`src/design/mlr_pkg.sv`:
```
package mlr_pkg;

	localparam int MAX_LIMBS = 32;
	localparam int OP_DEPTH = 2 * MAX_LIMBS + 1;
	localparam int LIMB_W = 64;
	localparam int MOD_AW = $clog2(MAX_LIMBS);
	localparam int OP_AW = $clog2(OP_DEPTH);
	localparam int SIZE_W = 6;
	localparam int IDX_W = 7;

	localparam logic [1:0] OPC_LOAD_MOD = 2'd0;
	localparam logic [1:0] OPC_LOAD_OP = 2'd1;
	localparam logic [1:0] OPC_REDUCE = 2'd2;

	localparam logic CFG_RHO = 1'b0;
	localparam logic CFG_SIZE = 1'b1;

	// operand store access for one cycle
	typedef struct packed {
		logic wr;
		logic clr;
		logic [OP_AW-1:0] addr;
	} opmem_req_t;

endpackage

```
`src/design/mlr_mulacc.sv`:
```
module mlr_mulacc (
	input logic clk,
	input logic arst_n,
	input logic start,
	input logic [mlr_pkg::LIMB_W-1:0] a,
	input logic [mlr_pkg::LIMB_W-1:0] b,
	input logic [mlr_pkg::LIMB_W-1:0] c1,
	input logic [mlr_pkg::LIMB_W-1:0] c2,
	output logic done,
	output logic [2*mlr_pkg::LIMB_W-1:0] result
);
	import mlr_pkg::*;

	logic [LIMB_W-1:0] a_q, b_q;
	logic [2*LIMB_W-1:0] acc_q;
	logic [LIMB_W-1:0] prod_s1;
	logic [1:0] tag_s1;
	logic [2:0] cnt_q;
	logic busy_q, done_q;
	logic [31:0] a_part, b_part;
	logic [2*LIMB_W-1:0] addend;

	// pick the 32-bit halves for this partial product
	assign a_part = cnt_q[1] ? a_q[63:32] : a_q[31:0];
	assign b_part = cnt_q[0] ? b_q[63:32] : b_q[31:0];

	// align the previous partial product
	always_comb begin
		case (tag_s1)
			2'd0: addend = {64'b0, prod_s1};
			2'd3: addend = {prod_s1, 64'b0};
			default: addend = {32'b0, prod_s1, 32'b0};
		endcase
	end

	// operand and product registers
	always_ff @(posedge clk) begin
		if (start) begin
			a_q <= a;
			b_q <= b;
		end
		prod_s1 <= a_part * b_part;
		tag_s1 <= cnt_q[1:0];
	end

	// four partial products, one per cycle, summed into the accumulator
	always_ff @(posedge clk or negedge arst_n) begin
		if (!arst_n) begin
			busy_q <= 1'b0;
			done_q <= 1'b0;
			cnt_q <= '0;
			acc_q <= '0;
		end else begin
			done_q <= 1'b0;
			if (start) begin
				busy_q <= 1'b1;
				cnt_q <= '0;
				acc_q <= {63'b0, {1'b0, c1} + {1'b0, c2}};
			end else if (busy_q) begin
				if (cnt_q != 3'd0) begin
					acc_q <= acc_q + addend;
				end
				if (cnt_q == 3'd4) begin
					busy_q <= 1'b0;
					done_q <= 1'b1;
				end
				cnt_q <= cnt_q + 3'd1;
			end
		end
	end

	assign done = done_q;
	assign result = acc_q;

endmodule
```
`config.mk`:
```
export PLATFORM = sky130hd
export DESIGN_NAME = mlr_mulacc
export DESIGN_NICKNAME = d
export VERILOG_FILES = /design/src/design/mlr_pkg.sv /design/src/design/mlr_mulacc.sv
export SDC_FILE = /design/constraint.sdc
export NUM_CORES = 2
export LEC_CHECK = 0
export BUFFER_PORTS_ARGS = -buffer_cell sky130_fd_sc_hd__buf_2
export CORE_MARGIN = 5
export CORE_UTILIZATION = 30
export CTS_CLUSTER_SIZE = 20
export DETAILED_ROUTE_END_ITERATION = 16
export GPL_ROUTABILITY_DRIVEN = 0
export GPL_TIMING_DRIVEN = 1
export REMOVE_ABC_BUFFERS = 1
export SETUP_SLACK_MARGIN = 0.1
export SLEW_MARGIN = 10
export SYNTH_ARGS = -nofsm -noshare
export SYNTH_HDL_FRONTEND = slang
export SYNTH_SLANG_ARGS = --single-unit
```
`constraint.sdc`:
```
create_clock -name clk -period 11.9 [get_ports clk]
set_input_delay 2.38 -clock clk [delete_from_list [all_inputs] [get_ports clk]]
set_output_delay 2.38 -clock clk [all_outputs]
set_load 0.05 [all_outputs]
```
-- Word-level counts from Yosys, hierarchy flattened
Index checks and enable logic that the tools add are counted.
- bits in registers: 327
- bits of input ports: 259
- output and inout port bits: 129
- word-level logic and storage cells: 33
- add/sub/neg operators: 3
- multiply operators: 1
- equality and inequality tests: 2
- mux-type cells: 14
- reductions and logical operators: 5
- operators with widths (operator ; count):
    two-way mux 128 bit ; 3
    one-hot mux 128 bit (2 select lines) ; 1
    adder 128 bit ; 1
    adder 64 x 64 -> 65 bit ; 1
    multiplier 32 x 32 -> 64 bit ; 1
    two-way mux 32 bit ; 2
    two-way mux 1 bit ; 6
    two-way mux 3 bit ; 2
    nonzero test 2 bit ; 2
    adder 3 x 1 -> 3 bit (second input constant) ; 1
    == test 3 bit (second input constant) ; 1
    nonzero test 3 bit ; 1
    == test 2 bit (second input constant) ; 1
    zero test 2 bit ; 1
    AND reduction 2 bit ; 1

-- Longest topological paths before layout
- depth after elaboration: 6
- depth in mapped cells: 33
- mapped depth without buffers: 29

-- Worst setup path before layout
OpenSTA, ideal clock, no wires.
- path type: register to register
- from: register cnt_q[0]
- to: register prod_s1[58]
- library setup time: 125 ps
- arrival: 8445 ps
- data required time: 11775 ps
- path slack: 3330 ps
- cell stages (with the launch flop): 30
- buffers on the path: 4
- clock period less this slack: 8570 ps
- path through: dfrtp_1 -> clkbuf_1 -> clkbuf_1 -> mux2i_1 -> clkbuf_1 -> nor2_1 -> fa_1 -> fa_1 -> inv_1 -> fa_1 -> fa_1 -> inv_1 -> fa_1 -> fa_1 -> fa_1 -> fa_1 -> ha_1 -> clkbuf_1 -> a21o_1 -> a21o_1 -> a21oi_1 -> o21ai_0 -> a221oi_1 -> nor2_1 -> a211oi_1 -> a21oi_1 -> nor3_1 -> o31ai_1 -> a21boi_1 -> xnor2_1
- word-level cells in the longest chain between the ends: 2
- RTL lines (what ; RTL line ; source):
    from (decl) ; mlr_mulacc.sv:18 ; logic [2:0] cnt_q;
    from (signal assigned) ; mlr_mulacc.sv:67 ; cnt_q <= cnt_q + 3'd1;
    two-way mux 32 bit ; mlr_mulacc.sv:25 ; assign b_part = cnt_q[0] ? b_q[63:32] : b_q[31:0];
    multiplier 32 x 32 -> 64 bit ; mlr_mulacc.sv:42 ; prod_s1 <= a_part * b_part;
    to (signal assigned) ; mlr_mulacc.sv:42 ;
    to (decl) ; mlr_mulacc.sv:16 ; logic [LIMB_W-1:0] prod_s1;
No other way between the ends.
A chain may end at the register's enable or synchronous reset.

-- Worst setup path after layout
- from: register cnt_q[1]
- to: register prod_s1[61]
- word-level cells in the longest chain between the ends: 2
- RTL lines (what ; RTL line ; source):
    two-way mux 32 bit ; mlr_mulacc.sv:24 ; assign a_part = cnt_q[1] ? a_q[63:32] : a_q[31:0];
    multiplier 32 x 32 -> 64 bit ; mlr_mulacc.sv:42 ;
No other way between the ends.

==> results.cfg <==
[outcome]
outcome = finished clean

[setup_path]
crit_required_ps = 12480
reg2regPathDepth = 26
cp-start-kind = flip-flop
critical_path_arrival_ps = 10520
crit_type = reg -> reg
r2r_slack_ps = 1960
cp_max_fo = 39
worstReg2RegEnd = prod_s1[61]
worstSetupEndpointType = flip-flop
reg2reg_from = cnt_q[1]

[place]
numPortBuffers = 387
place_inst = 9104
hpwl_um = 177100

[die]
pin_count = 388
die_area_mm2 = 0.1960
die_h_um = 442.7
coreArea_mm2 = 0.1858
rows = 158
die_w_um = 442.7
start_util = 0.3022

[hold_path]
hp-start = result[84]
min_path_type = reg -> reg
hold_path_end = result[84]
min_path_cells = 2

[cts]
ctsResizeCount = 0
cts_max_path_buffers = 3
cts-root-buf = clkbuf_16
cts_buffers = 44
cts_sinks = 327
clk_latency_ps = 660
cts_tree = done
postCtsHoldBufs = 0
post-cts-setup-buffer-count = 0
cts_max_level = 2
cts.clk_slew.worst_paths_ps = 70

[timing]
slew_violations = 0
rsz0062_at_grt = no
max_slew_margin = 0.1533
setup-violations-final = 0
skew_ps = 53.78
hold_violations = 0
worstMarginPinSlew_ps = 1265
max_freq_mhz = 100.6
period_minus_slack_ps = 9936
finalSetupTns_ps = 0
period_share = 0.8349

[final_layout]
instances_no_fill = 9190
final_core_util = 0.3363
area_growth_pct = 11.27
nets = 8285
final_cell_mix = inv_1 (905), fa_1 (898), nand2_1 (843)
drive_above_1_share = 0.1020
mostFrequentLayoutCell = inv_1

[drt]
drt_iter0_markers = 4411
postRouteAntennaNets = 0
drt_pass1_iterations = 9
drc = 0
vias = 48777
wirelength_um = 220400
wl_per_cell_um = 23.98
drt-vias-per-instance = 5.308

[logic_synthesis]
synthArstFlopShare = 0.4067
syn_avg_cell_area_um2 = 8.673
synthDistinctLibCells = 81
synth_edf_count = 128
ys_seq_elements = 327
synthFlopType = dfrtp_1
yosys_warnings = 0
synth_seq_area_share = 0.1512
synth_cells = 6476
synth_area_mm2 = 0.05616

[flow_run]
maxCapViolations = 0

[global_routing]
track_usage = 0.2196
grt_max_degree = 122
grt_pass1_vias = 51095
antenna_found_initial = 15
grt_remaining_overflow = 0
grt_pass1_wl_um = 325600
## Yosys cell counts, drive strengths merged (75+ instances only)
cell | number | area (um^2)
edfxtp | 128 | 3844
nor2 | 778 | 2920
nand2 | 844 | 3171
xnor2 | 144 | 1261
clkbuf | 296 | 1111
o21ai | 263 | 1316
xor2 | 86 | 753.2
and2 | 79 | 494.2
a21oi | 399 | 2001
nand4 | 93 | 581.8
inv | 905 | 3397
mux2i | 75 | 750.7
dfrtp | 133 | 3328
fa | 898 | 17980
ha | 458 | 5731
a21o | 157 | 1179
## stage by stage
stage / hold WS, ps / worst slack (ps) / area [um^2]
after floorplan: 530.4 / 2043 / 54920
after global placement: 497.8 / 2072 / 60950
after detailed placement: 512.1 / 1938 / 60950
after CTS: 523.8 / 1903 / 62480
after global routing: 549.7 / 1461 / 62480
final: 518.9 / 1964 / 62490
## cell families (layout without fill, tap and decap cells)
| logic type | after synthesis | in the layout | share of synthesized area |
|---|---|---|---|
| simple gates | 2023 | 2023 | 0.1521 |
| fa+ha+maj | 1356 | 1356 | 0.4221 |
| buf+inv | 1233 | 1463 | 0.08263 |
| compound gates | 1166 | 1166 | 0.1295 |
| flops | 327 | 327 | 0.1512 |
| xor+xnor | 230 | 230 | 0.03587 |
| mux | 141 | 141 | 0.02660 |
| other cells | 0 | 4 | 0 |
## registers in the layout, summed over array words and instances (netlist names)
signal,flops
a_q,64
b_q,64
busy_q,1
cnt_q,3
done,1
prod_s1,64
result,128
tag_s1,2
## cell type report
type | instances | area (um^2)
repair buffers | 475 | 2614
inverters | 906 | 3401
clock buffers | 62 | 1301
clock inverters | 20 | 232.7
well taps | 2480 | 3103
flip-flops and latches | 327 | 8501
diodes | 4 | 10.01
multi-input cells | 4916 | 43330
fillers | 19357 | 123300
## how the worst max path moves through the flow
stage	from	end	slack [ps]
after CTS	cnt_q[1]	prod_s1[61]	1900
after global routing	cnt_q[1]	prod_s1[49]	1460
after detailed placement	cnt_q[1]	prod_s1[61]	1940
final	cnt_q[1]	prod_s1[61]	1960
after global placement	cnt_q[1]	prod_s1[61]	2070
after floorplan	cnt_q[0]	prod_s1[61]	2040
## metal layers
layer / up-vias / routed length (um) / share of wire / global-route usage
met2: 2638 / 101500 / 0.46 / 0.3612
met3: 642 / 21870 / 0.099 / 0.05466
li1: 21390 / - / - / -
met5: - / 0 / 0 / 0
met4: 0 / 15710 / 0.071 / 0.1234
met1: 24107 / 81320 / 0.37 / 0.2626
## critical path, stage by stage (launching register included)
cell,delay [ps]
dfrtp_4,910
mux2i_2,890
buf_4,380
nor2_1,100
fa_1,560
fa_1,440
fa_1,520
inv_1,50
fa_1,470
inv_1,50
fa_1,490
inv_1,60
fa_1,520
inv_1,50
fa_1,520
fa_1,440
ha_1,450
nand2_1,130
nor4b_1,770
o211ai_1,240
a2111o_1,500
o211ai_1,120
nor2_1,120
o21ai_1,220
a21oi_1,150
o41ai_1,440
xnor2_1,180
Power is not shown: default switching activity piles up to over one toggle a cycle in this logic, so the estimate is an artifact.
